<file path="config.mk">
export PLATFORM = sky130hd
export DESIGN_NAME = date_sorted_record_table_top
export DESIGN_NICKNAME = d
export VERILOG_FILES = /design/src/rtl/core/dsrt_pkg.sv /design/src/rtl/core/dsrt_front.sv /design/src/rtl/core/dsrt_res_fifo.sv /design/src/rtl/core/dsrt_back.sv /design/src/rtl/core/date_sorted_record_table_top.sv
export SDC_FILE = /design/constraint.sdc
export NUM_CORES = 2
export LEC_CHECK = 0
export BUFFER_PORTS_ARGS = -buffer_cell sky130_fd_sc_hd__clkbuf_2
export CORE_ASPECT_RATIO = 1.25
export CORE_MARGIN = 2
export CORE_UTILIZATION = 35
export CTS_CLUSTER_SIZE = 25
export DETAILED_ROUTE_END_ITERATION = 8
export PLACE_DENSITY = 0.58
export RECOVER_POWER = 25
export SYNTH_ARGS = -nofsm -noshare
export SYNTH_HDL_FRONTEND = slang
export SYNTH_SLANG_ARGS = --single-unit
</file>
<file path="constraint.sdc">
create_clock -name clk -period 26.8 [get_ports clk]
set_clock_uncertainty 0.2 [all_clocks]
set_input_delay 1.34 -clock clk [delete_from_list [all_inputs] [get_ports clk]]
set_output_delay 1.34 -clock clk [all_outputs]
set_load 0.01 [all_outputs]
</file>
<file path="src/rtl/core/dsrt_pkg.sv">
// Package of the date sorted record table: sizes, commands and item types.
// Depends on nothing; every module of the block imports it.
`timescale 1ns / 1ps

package dsrt_pkg;

  localparam int TABLE_DEPTH = 32;
  localparam int IDX_W = $clog2(TABLE_DEPTH);
  localparam int CNT_W = $clog2(TABLE_DEPTH + 1);

  typedef enum logic [1:0] {
    CMD_INSERT = 2'd0,
    CMD_SEARCH = 2'd1,
    CMD_DELETE = 2'd2,
    CMD_RANGE  = 2'd3
  } cmd_t;

  typedef logic [22:0] date_t;

  typedef struct packed {
    logic [1:0]  command;
    logic [39:0] code;
    logic [13:0] year;
    logic [3:0]  month;
    logic [4:0]  day;
    logic [15:0] handle;
    logic [13:0] end_year;
    logic [3:0]  end_month;
    logic [4:0]  end_day;
  } request_t;

  typedef struct packed {
    logic        found;
    logic        full_res;
    logic [39:0] out_code;
    logic [13:0] out_year;
    logic [3:0]  out_month;
    logic [4:0]  out_day;
    logic [15:0] out_handle;
    logic        last;
  } result_t;

  typedef struct packed {
    logic [39:0] code;
    date_t       date;
    logic [15:0] handle;
  } entry_t;

  typedef struct packed {
    cmd_t        op;
    logic [39:0] code;
    date_t       lo;
    date_t       hi;
    logic [15:0] handle;
  } job_t;

endpackage

</file>
<file path="src/rtl/core/dsrt_front.sv">
// Front end: accepts request items, decodes them into jobs and queues up to two jobs.
// Depends on dsrt_pkg.
`timescale 1ns / 1ps

module dsrt_front (
  input  logic              clk,
  input  logic              rst,
  input  logic              push,
  output logic              full,
  input  dsrt_pkg::request_t request,
  output logic              job_valid,
  output dsrt_pkg::job_t    job,
  input  logic              job_pop
);
  import dsrt_pkg::*;

  job_t       q [2];
  job_t       cls;
  logic       wr_ptr;
  logic       rd_ptr;
  logic [1:0] cnt;
  logic       do_push;
  logic       do_pop;

  always_comb begin
    cls.op     = cmd_t'(request.command);
    cls.code   = request.code;
    cls.lo     = {request.year, request.month, request.day};
    cls.hi     = {request.end_year, request.end_month, request.end_day};
    cls.handle = request.handle;
  end

  assign full      = (cnt == 2'd2);
  assign job_valid = (cnt != 2'd0);
  assign job       = q[rd_ptr];
  assign do_push   = push && !full;
  assign do_pop    = job_pop && job_valid;

  always_ff @(posedge clk) begin
    if (rst) begin
      wr_ptr <= 1'b0;
      rd_ptr <= 1'b0;
      cnt    <= 2'd0;
    end else begin
      if (do_push) wr_ptr <= !wr_ptr;
      if (do_pop) rd_ptr <= !rd_ptr;
      if (do_push && !do_pop) cnt <= cnt + 2'd1;
      else if (do_pop && !do_push) cnt <= cnt - 2'd1;
    end
  end

  always_ff @(posedge clk) begin
    if (do_push) q[wr_ptr] <= cls;
  end

endmodule

</file>
<file path="src/rtl/core/dsrt_res_fifo.sv">
// Result queue: holds up to four result items until they are popped.
// Depends on dsrt_pkg.
`timescale 1ns / 1ps

module dsrt_res_fifo (
  input  logic              clk,
  input  logic              rst,
  input  logic              wr_en,
  input  dsrt_pkg::result_t wr_data,
  output logic              res_full,
  output logic              empty,
  input  logic              pop,
  output dsrt_pkg::result_t result
);
  import dsrt_pkg::*;

  result_t    q [4];
  logic [1:0] wr_ptr;
  logic [1:0] rd_ptr;
  logic [2:0] cnt;
  logic       do_push;
  logic       do_pop;

  assign res_full = (cnt == 3'd4);
  assign empty    = (cnt == 3'd0);
  assign result   = q[rd_ptr];
  assign do_push  = wr_en && !res_full;
  assign do_pop   = pop && !empty;

  always_ff @(posedge clk) begin
    if (rst) begin
      wr_ptr <= 2'd0;
      rd_ptr <= 2'd0;
      cnt    <= 3'd0;
    end else begin
      if (do_push) wr_ptr <= wr_ptr + 2'd1;
      if (do_pop) rd_ptr <= rd_ptr + 2'd1;
      if (do_push && !do_pop) cnt <= cnt + 3'd1;
      else if (do_pop && !do_push) cnt <= cnt - 3'd1;
    end
  end

  always_ff @(posedge clk) begin
    if (do_push) q[wr_ptr] <= wr_data;
  end

endmodule

</file>
<file path="src/rtl/core/dsrt_back.sv">
// Back end: the record table and the engine that walks it one entry per cycle while the result queue has room.
// Depends on dsrt_pkg.
`timescale 1ns / 1ps

module dsrt_back (
  input  logic              clk,
  input  logic              rst,
  input  logic              job_valid,
  input  dsrt_pkg::job_t    job,
  output logic              job_pop,
  input  logic              res_full,
  output logic              res_push,
  output dsrt_pkg::result_t res_data
);
  import dsrt_pkg::*;

  typedef enum logic [2:0] {
    S_IDLE = 3'b001,
    S_INS  = 3'b010,
    S_SCAN = 3'b100
  } state_t;

  entry_t             tbl [TABLE_DEPTH];
  state_t             state, state_next;
  job_t               job_r, job_r_next;
  logic [CNT_W-1:0]   cnt, cnt_next;
  logic [IDX_W-1:0]   j, j_next;
  logic [CNT_W-1:0]   r, r_next;
  logic [CNT_W-1:0]   w, w_next;
  logic               removed, removed_next;
  entry_t             held, held_next;
  logic               held_v, held_v_next;
  logic [IDX_W-1:0]   rd_idx;
  entry_t             e;
  entry_t             new_entry;
  logic               wr_en;
  logic [IDX_W-1:0]   wr_idx;
  entry_t             wr_data;
  logic               go;
  logic               code_hit;
  logic               rng_hit;

  function automatic result_t mk_res(logic f, logic fr, entry_t x, logic l);
    result_t o;
    o.found      = f;
    o.full_res   = fr;
    o.out_code   = x.code;
    o.out_year   = x.date[22:9];
    o.out_month  = x.date[8:5];
    o.out_day    = x.date[4:0];
    o.out_handle = x.handle;
    o.last       = l;
    return o;
  endfunction

  assign go        = !res_full;
  assign rd_idx    = (state == S_INS) ? (j - 1'b1) : r[IDX_W-1:0];
  assign e         = tbl[rd_idx];
  assign new_entry = '{code: job_r.code, date: job_r.lo, handle: job_r.handle};
  assign code_hit  = (e.code == job_r.code);
  assign rng_hit   = (job_r.lo <= e.date) && (e.date <= job_r.hi);

  always_comb begin
    state_next   = state;
    job_r_next   = job_r;
    cnt_next     = cnt;
    j_next       = j;
    r_next       = r;
    w_next       = w;
    removed_next = removed;
    held_next    = held;
    held_v_next  = held_v;
    job_pop      = 1'b0;
    res_push     = 1'b0;
    res_data     = mk_res(1'b0, 1'b0, '0, 1'b1);
    wr_en        = 1'b0;
    wr_idx       = j;
    wr_data      = e;
    case (state)
      S_IDLE: begin
        if (job_valid && go) begin
          job_pop    = 1'b1;
          job_r_next = job;
          if (job.op == CMD_INSERT) begin
            if (cnt == CNT_W'(TABLE_DEPTH)) begin
              res_push = 1'b1;
              res_data = mk_res(1'b0, 1'b1, '0, 1'b1);
            end else begin
              j_next     = cnt[IDX_W-1:0];
              state_next = S_INS;
            end
          end else begin
            r_next       = '0;
            w_next       = '0;
            removed_next = 1'b0;
            held_v_next  = 1'b0;
            state_next   = S_SCAN;
          end
        end
      end
      S_INS: begin
        if (go) begin
          wr_en  = 1'b1;
          wr_idx = j;
          if (j != '0 && e.date < job_r.lo) begin
            wr_data = e;
            j_next  = j - 1'b1;
          end else begin
            wr_data    = new_entry;
            cnt_next   = cnt + 1'b1;
            res_push   = 1'b1;
            res_data   = mk_res(1'b1, 1'b0, new_entry, 1'b1);
            state_next = S_IDLE;
          end
        end
      end
      S_SCAN: begin
        if (go) begin
          if (r == cnt) begin
            res_push   = !(job_r.op == CMD_DELETE && removed);
            state_next = S_IDLE;
            if (job_r.op != CMD_SEARCH) cnt_next = w;
            if (job_r.op == CMD_RANGE && held_v) begin
              res_data = mk_res(1'b1, 1'b0, held, 1'b1);
            end
          end else begin
            r_next = r + 1'b1;
            case (job_r.op)
              CMD_SEARCH: begin
                if (code_hit) begin
                  res_push   = 1'b1;
                  res_data   = mk_res(1'b1, 1'b0, e, 1'b1);
                  state_next = S_IDLE;
                end
              end
              CMD_DELETE: begin
                if (code_hit && !removed) begin
                  res_push     = 1'b1;
                  res_data     = mk_res(1'b1, 1'b0, e, 1'b1);
                  removed_next = 1'b1;
                end else begin
                  wr_en  = 1'b1;
                  wr_idx = w[IDX_W-1:0];
                  w_next = w + 1'b1;
                end
              end
              default: begin
                if (rng_hit) begin
                  res_push    = held_v;
                  res_data    = mk_res(1'b1, 1'b0, held, 1'b0);
                  held_next   = e;
                  held_v_next = 1'b1;
                end else begin
                  wr_en  = 1'b1;
                  wr_idx = w[IDX_W-1:0];
                  w_next = w + 1'b1;
                end
              end
            endcase
          end
        end
      end
      default: begin
        state_next = S_IDLE;
      end
    endcase
  end

  always_ff @(posedge clk) begin
    if (rst) begin
      state <= S_IDLE;
      cnt   <= '0;
    end else begin
      state <= state_next;
      cnt   <= cnt_next;
    end
  end

  always_ff @(posedge clk) begin
    job_r   <= job_r_next;
    j       <= j_next;
    r       <= r_next;
    w       <= w_next;
    removed <= removed_next;
    held    <= held_next;
    held_v  <= held_v_next;
    if (wr_en) tbl[wr_idx] <= wr_data;
  end

endmodule

</file>
<file path="src/rtl/core/date_sorted_record_table_top.sv">
// Top level of the date sorted record table: front end, table engine, result queue.
// Depends on dsrt_pkg, dsrt_front, dsrt_back and dsrt_res_fifo.
`timescale 1ns / 1ps

// The table holds up to 32 records kept newest date first. An insert moves
// each record with an older date up by one entry before it writes the new
// record; a search, a delete by code and a range delete read the stored
// records in turn, as the engine reads or moves one table entry per cycle.
// Two requests can wait in front of the engine and four results behind it;
// the engine pauses while the result queue is full.
module date_sorted_record_table_top (
  input  logic               clk,
  input  logic               rst,
  input  logic               push,
  output logic               full,
  input  dsrt_pkg::request_t request,
  output logic               empty,
  input  logic               pop,
  output dsrt_pkg::result_t  result
);
  import dsrt_pkg::*;

  logic    job_valid;
  job_t    job;
  logic    job_pop;
  logic    res_full;
  logic    res_push;
  result_t res_data;

  dsrt_front u_front (
    .clk       (clk),
    .rst       (rst),
    .push      (push),
    .full      (full),
    .request   (request),
    .job_valid (job_valid),
    .job       (job),
    .job_pop   (job_pop)
  );

  dsrt_back u_back (
    .clk       (clk),
    .rst       (rst),
    .job_valid (job_valid),
    .job       (job),
    .job_pop   (job_pop),
    .res_full  (res_full),
    .res_push  (res_push),
    .res_data  (res_data)
  );

  dsrt_res_fifo u_res (
    .clk      (clk),
    .rst      (rst),
    .wr_en    (res_push),
    .wr_data  (res_data),
    .res_full (res_full),
    .empty    (empty),
    .pop      (pop),
    .result   (result)
  );

endmodule

</file>
* Yosys cells after proc, flatten, opt, wreduce, memory -nomap -nowiden *
Memories as Yosys holds them, arrays and structs flattened. A register that Yosys moved wholly into a read port is not among the register bits.
Cells that the tools add are included.

storage, ports and cells
  register bits after elaboration = 222
  bits in writable memories = 3,064
  logic and storage cells = 220
  memories = 3
  output and inout port bits = 84

memories
  name        depth  width  read ports  clocked after Yosys merged registers in  write ports  RTL line             text
  u_back.tbl  32     79     1           0                                        1            dsrt_back.sv:23      entry_t tbl [TABLE_DEPTH];
  u_res.q     4      82     1           1                                        1            dsrt_res_fifo.sv:17  result_t q [4];
  u_front.q   2      104    1           1                                        1            dsrt_front.sv:17     job_t q [2];

operators by class
  reduce and logical (&&, ||, !) cells = 44
  bitwise operators = 3
  magnitude comparators = 3
  eq/ne operators = 33
  mux-type cells = 103
  $add $sub $neg = 10

operators with widths
  operator             number
  $mux 82              10
  $pmux 82 s3          1
  $mux 79              3
  $pmux 82 s2          1
  $mux 81              1
  $mux 6               13
  $mux 5               11
  $pmux 6 s2           4
  $le 23x23->1         2
  $eq 40x40->1         1
  $mux 1               35
  $mux 3               11
  $lt 23x23->1         1
  $reduce_and 7->1     3
  $pmux 5 s2           2
  $add 6x1->6 const B  3
  $ne 2x2->1 const B   9
  $ne 2x1->1 const B   8
  $logic_and 1x1->1    14
  $reduce_and 6->1     2
  $reduce_bool 2->1    6
  $logic_not 1->1      11
  $pmux 1 s2           5
  $reduce_and 5->1     2
  24 further kinds     37

* Longest topological paths before layout *
An unclocked memory read counts as a cell.

  depth in word-level cells = 15
  depth in mapped cells = 37

* By module *
From an unflattened synthesis, not the netlist that was laid out.

second synthesis, totals
  cell total of the unflattened synthesis = 9,310
  area total of the unflattened synthesis = 136,111.8 µm²

by module, submodules not included
  module         cells an instance  seq. area each (µm²)  area each (µm²)  times used
  dsrt_back      8,485              82,158.8              115,761.0        1
  dsrt_res_fifo  476                10,029.6              12,374.4         1
  dsrt_front     349                6,346.1               7,976.4          1

* Worst setup path after synthesis *
OpenSTA, ideal clock, no wires.

  path type = flip-flop to flip-flop
  start point = reg u_back.j[0]
  end point = mem u_back.tbl[15][0] in the netlist's numbering (enable)
  period minus slack after synthesis = 13,330 ps
  stages on the path, launching flop included = 34
  setup time = 613 ps
  setup slack = 13,470 ps
  arrival = 12,517 ps
  path buffers = 11
  cell sequence = edfxtp_1 > buf_4 > inv_2 > buf_1 > ha_1 > clkbuf_1 > nand4bb_1 > o21a_1 > buf_2 > buf_2 > buf_2 > clkbuf_1 > clkbuf_1 > clkbuf_1 > clkbuf_1 > mux4_2 > nand2_1 > nand3_1 > a31oi_1 > inv_1 > ha_1 > a21o_1 > a21o_1 > a21o_1 > a21oi_1 > o21ai_0 > a2111oi_0 > a21o_1 > a211o_1 > o22a_1 > o221ai_2 > or3_1 > clkbuf_1 > nor3_1

RTL lines
  what                    RTL line          text
  from (decl)             dsrt_back.sv:27   logic [IDX_W-1:0] j, j_next;
  from (signal assigned)  dsrt_back.sv:181  j <= j_next;
  to (decl)               dsrt_back.sv:23

* Worst setup path in the final report *
  start point = reg u_back.j[0]
  end point = mem u_back.tbl[24][21] in the netlist's numbering (enable)

between the ends
  word-level cells in the longest chain between the ends = 12

RTL lines
  what                                                 RTL line                            text
  $sub 5x1->5                                          dsrt_back.sv:57                     assign rd_idx = (state == S_INS) ? (j - 1'b1) : r[IDX_W-1:0];
  $mux 5                                               dsrt_back.sv:57
  $mem_v2 32x79                                        n/a
  $le 23x23->1 / $eq 40x40->1 (equally long branches)  dsrt_back.sv:61, dsrt_back.sv:60
  $logic_and 1x1->1, on equally long branches          dsrt_back.sv:61, dsrt_back.sv:137
  $mux 1, on equally long branches                     dsrt_back.sv:148, dsrt_back.sv:137
  $pmux 1 s2                                           dsrt_back.sv:128                    case (job_r.op)
  $mux 1                                               dsrt_back.sv:119                    if (r == cnt) begin
  $mux 1                                               dsrt_back.sv:118                    if (go) begin
  $pmux 1 s2                                           dsrt_back.sv:79                     case (state)
  $mux 1                                               dsrt_back.sv:187                    if (wr_en) tbl[wr_idx] <= wr_data;
  $mux 1 (not written as such)                         dsrt_back.sv:187

Several ways; a longest one is shown, not always the timed one.

==> key figures <==
Outcome
  • Failing checks: capacitance limit, slew limit
  • Status: finished, violations left

Cells and area
  • Nets: 8037
  • # fillers: between 30000 and 40000
  • Layout cells sized above 1: 18.43%
  • FF/Latch Area: 98540 µm²
  • Final std cells w/o fill: between 10000 and 15000
  • Multi-input logic area: between 30000 and 40000 µm²
  • Area grow syn2layout: 13.48%

Clock tree
  • H-tree Lvls: 5
  • Later-pin clock latency in the skew report: around 0.92 ns
  • Reg clk slew, reported paths: about 0.060 ns
  • CTS root buffer: clkbuf_16
  • CTS tree: yes
  • Clock sinks: 3289
  • Cts hold-fix bufs: 0
  • Worst-case clock buffer depth: 4
  • Setup repair bufs after CTS: 0
  • Cts repair resizes: 0
  • Num CTS Buffers: about 330

Floorplan
  • Die extent in y: 691.8 µm
  • Initial Utilization: 35.15%
  • Core Rows: around 250
  • Die area: 383400 µm²
  • IO Count: 192
  • DIE WIDTH: ~550 µm
  • Core Region: between 300000 and 400000 µm²

Synth
  • Ranking of synthesized cells by area: edfxtp_1 (74%), mux4_2 (10%), nand2_1 (2.5%)
  • Ys async rst share: 0%
  • Synth warn: 0
  • Number of flops mapped to enable cells by yosys: around 3300
  • #FFs+latches synth: 3289
  • Register area share after synthesis: 74.39%
  • Syn nets: roughly 7700
  • Commonest cells post-synth: edfxtp_1 (3266), nand2_1 (877), mux4_2 (599)
  • Post-synth top area cell: edfxtp_1
  • Most frequent cell after synthesis: edfxtp_1
  • Post-Syn Instances: 7534
  • Cell variety after synth: 86
  • Top cell type's share of synthesized area: about three quarters
  • Synth Flop Type: edfxtp_1
  • Synth Cell Area: 132400 µm²
  • Post-synthesis area per instance: 17.58 µm²

Critical path
  • Worst Setup End Kind: register
  • Reg2Reg Depth: 22
  • CP Capture Point: u_back.tbl[24][21]$_DFFE_PP_
  • Worst Setup Start Kind: register
  • Reg2reg start: u_back.j[0]$_DFFE_PP_
  • Crit Path Max Fanout: between 50 and 60
  • R2R setup slack: 7.70 ns
  • Critical path startpoint: u_back.j[0]$_DFFE_PP_
  • CP Data Required Time: 27.08 ns
  • CP arrival: 19.38 ns
  • Critical R2R Capture: u_back.tbl[24][21]$_DFFE_PP_
  • WS Path Type: register to register

GRT
  • Initial antenna violation count: 19
  • Gr ovfl total: 0
  • Vias in the first global route: 74400
  • Global-route wire length before repair: 569900 µm
  • Met2 usage: 34.86%
  • M3 GR Usage: 3.176%
  • Largest net degree at the start of global routing: roughly 110
  • Met1 GRT Util: 26.31%
  • GRT Total Usage: 20.67%
  • Top Usage Layer GRT: met2

Place
  • Routability cong.: roughly 0.86
  • Detail Placement HPWL: between 200000 and 250000 µm
  • Placed insts: 12490
  • Port Buf Inserts: approximately 190

Routing
  • Via Count: 74220
  • WL/cell: around 31 µm
  • DR pass1 iterations: 5
  • Post-Route WL: just over 400000 µm
  • Number of nets still failing antenna checks after routing: 0
  • First-iteration detailed-routing DRC count: 9023
  • Drc violations: 0
  • Via/cell ratio: 5.676

Power
  • Pwr Density: 122.9 nW/µm²
  • Pwr Total: 18470 µW
  • Leakage: around 0.047 µW
  • Peak VDD IR: 0.09038 mV

STA
  • Slew margin rel.: -170.2%
  • Max Slew Vio Count: roughly 1500
  • Final setup viols: 0
  • Least-Margin Pin Slew: 4.053 ns
  • Crit path time final: 19.10 ns
  • Final hold vios: 0
  • Sum of negative setup slack: 0 ns
  • RSZ-0062 raised after global routing: false
  • Fmax: 52.35 MHz
  • Final worst-path cycle share: between 70% and 80%

Hold path
  • Hold WC Path Type: register to register
  • Hold Path Depth: 1

Job
  • # Max-Cap Violations: between 40 and 50
## worst min path at each step
stage,startpoint,to,slack [ns]
global placement,u_front.cnt[1]$_SDFFE_PP0P_,u_front.cnt[1]$_SDFFE_PP0P_,0.29
detailed placement,u_front.rd_ptr$_SDFFE_PP0P_,register,0.31
floorplan,u_front.cnt[1]$_SDFFE_PP0P_,u_front.cnt[1]$_SDFFE_PP0P_,0.27
CTS,u_front.rd_ptr$_SDFFE_PP0P_,register,0.33
finish,u_front.q[0][19]$_DFFE_PP_,u_back.job_r[19]$_DFFE_PP_,0.33
global route,u_front.q[0][54]$_DFFE_PP_,u_back.job_r[54]$_DFFE_PP_,0.35
## registers in the layout, summed over array words and instances (netlist names), named ones only
register / flops
u_front.q: 208
u_front.rd_ptr: 1
u_back.w: 6
u_front.wr_ptr: 1
u_back.removed: 1
u_back.j: 5
u_back.held_v: 1
u_front.cnt: 2
u_res.cnt: 3
u_back.cnt: 6
u_back.state: 3
u_res.q: 328
u_res.wr_ptr: 2
u_res.rd_ptr: 2
u_back.held: 79
u_back.r: 6
u_back.tbl: 2528
u_back.job_r: 104
## cells in the final DEF (no fill, tap or decap), drive strengths merged, types with 117 or more instances in the layout
cell       n
clkbuf   646
nor2     267
mux2i    164
edfxtp  3266
inv      154
nand3    279
mux4     599
a21oi    398
mux2     117
clkinv   139
buf      203
nand2    878
## stage by stage
stage	instance area (µm²)	util [%]	setup slack (ns)	hold slack (ns)
after CTS	150800	40.03	14.29	0.3323
after global placement	140600	37.31	14.49	0.2887
after floorplan	132400	-	13.47	0.2683
after global routing	150300	39.89	7.306	0.3539
after detailed placement	140600	37.31	14.38	0.3123
final	150300	39.89	7.699	0.3289
## worst max-delay path, stage by stage (launching register included)
cell       delay (ns)
edfxtp_1         0.35
clkbuf_1         0.78
inv_1            0.21
ha_1             1.35
nand4bb_2        0.45
clkbuf_1         1.81
o21a_1           1.80
clkbuf_1         2.62
clkbuf_1         2.44
mux4_2           0.55
a22o_1           0.26
a221o_1          0.37
nor3_1           0.82
xor2_1           0.20
nand4_1          0.12
nor3_1           0.29
and4_1           0.56
nand3_1          0.16
a211oi_1         0.76
nand3b_1         0.52
nor2_4           0.18
buf_4            0.65
buf_4            0.98
## logic make-up (layout without fill, tap and decap cells)
logic type | count (synthesis) | in the layout | synth area share, %
compound gates | 978 | 978 | 4.757
xor+xnor | 67 | 67 | 0.4431
fa+ha+maj | 62 | 62 | 0.5914
buf+inv | 598 | 1180 | 1.904
flops | 3289 | 3289 | 74.39
mux | 880 | 880 | 12.42
other cells | 0 | 7 | 0
simple gates | 1660 | 1660 | 5.490
## power breakdown
group / internal [µW] / switching [µW] / leakage (µW)
Clock: 2530 / 1960 / 0.00499
Sequential: 7440 / 176 / 0.0293
Combinational: 1770 / 4600 / 0.0131
Total: 11700 / 6730 / 0.0475
## layout make-up
class	count	share of cell area [%]
multi-input combinational	3647	21.40
sequential	3289	65.56
clock inverter	185	1.089
tap	4953	4.123
timing repair buffer	456	1.737
clock buffer	393	5.715
antenna	7	0.01165
inverter	146	0.3654
## layer usage
metal	up-vias	part of all wire, %
met3	717	7.3
li1	30560	-
met4	6	5.0
met5	-	0.0081
met2	3513	49
met1	39420	38
Power figures use the tool's default switching activity.
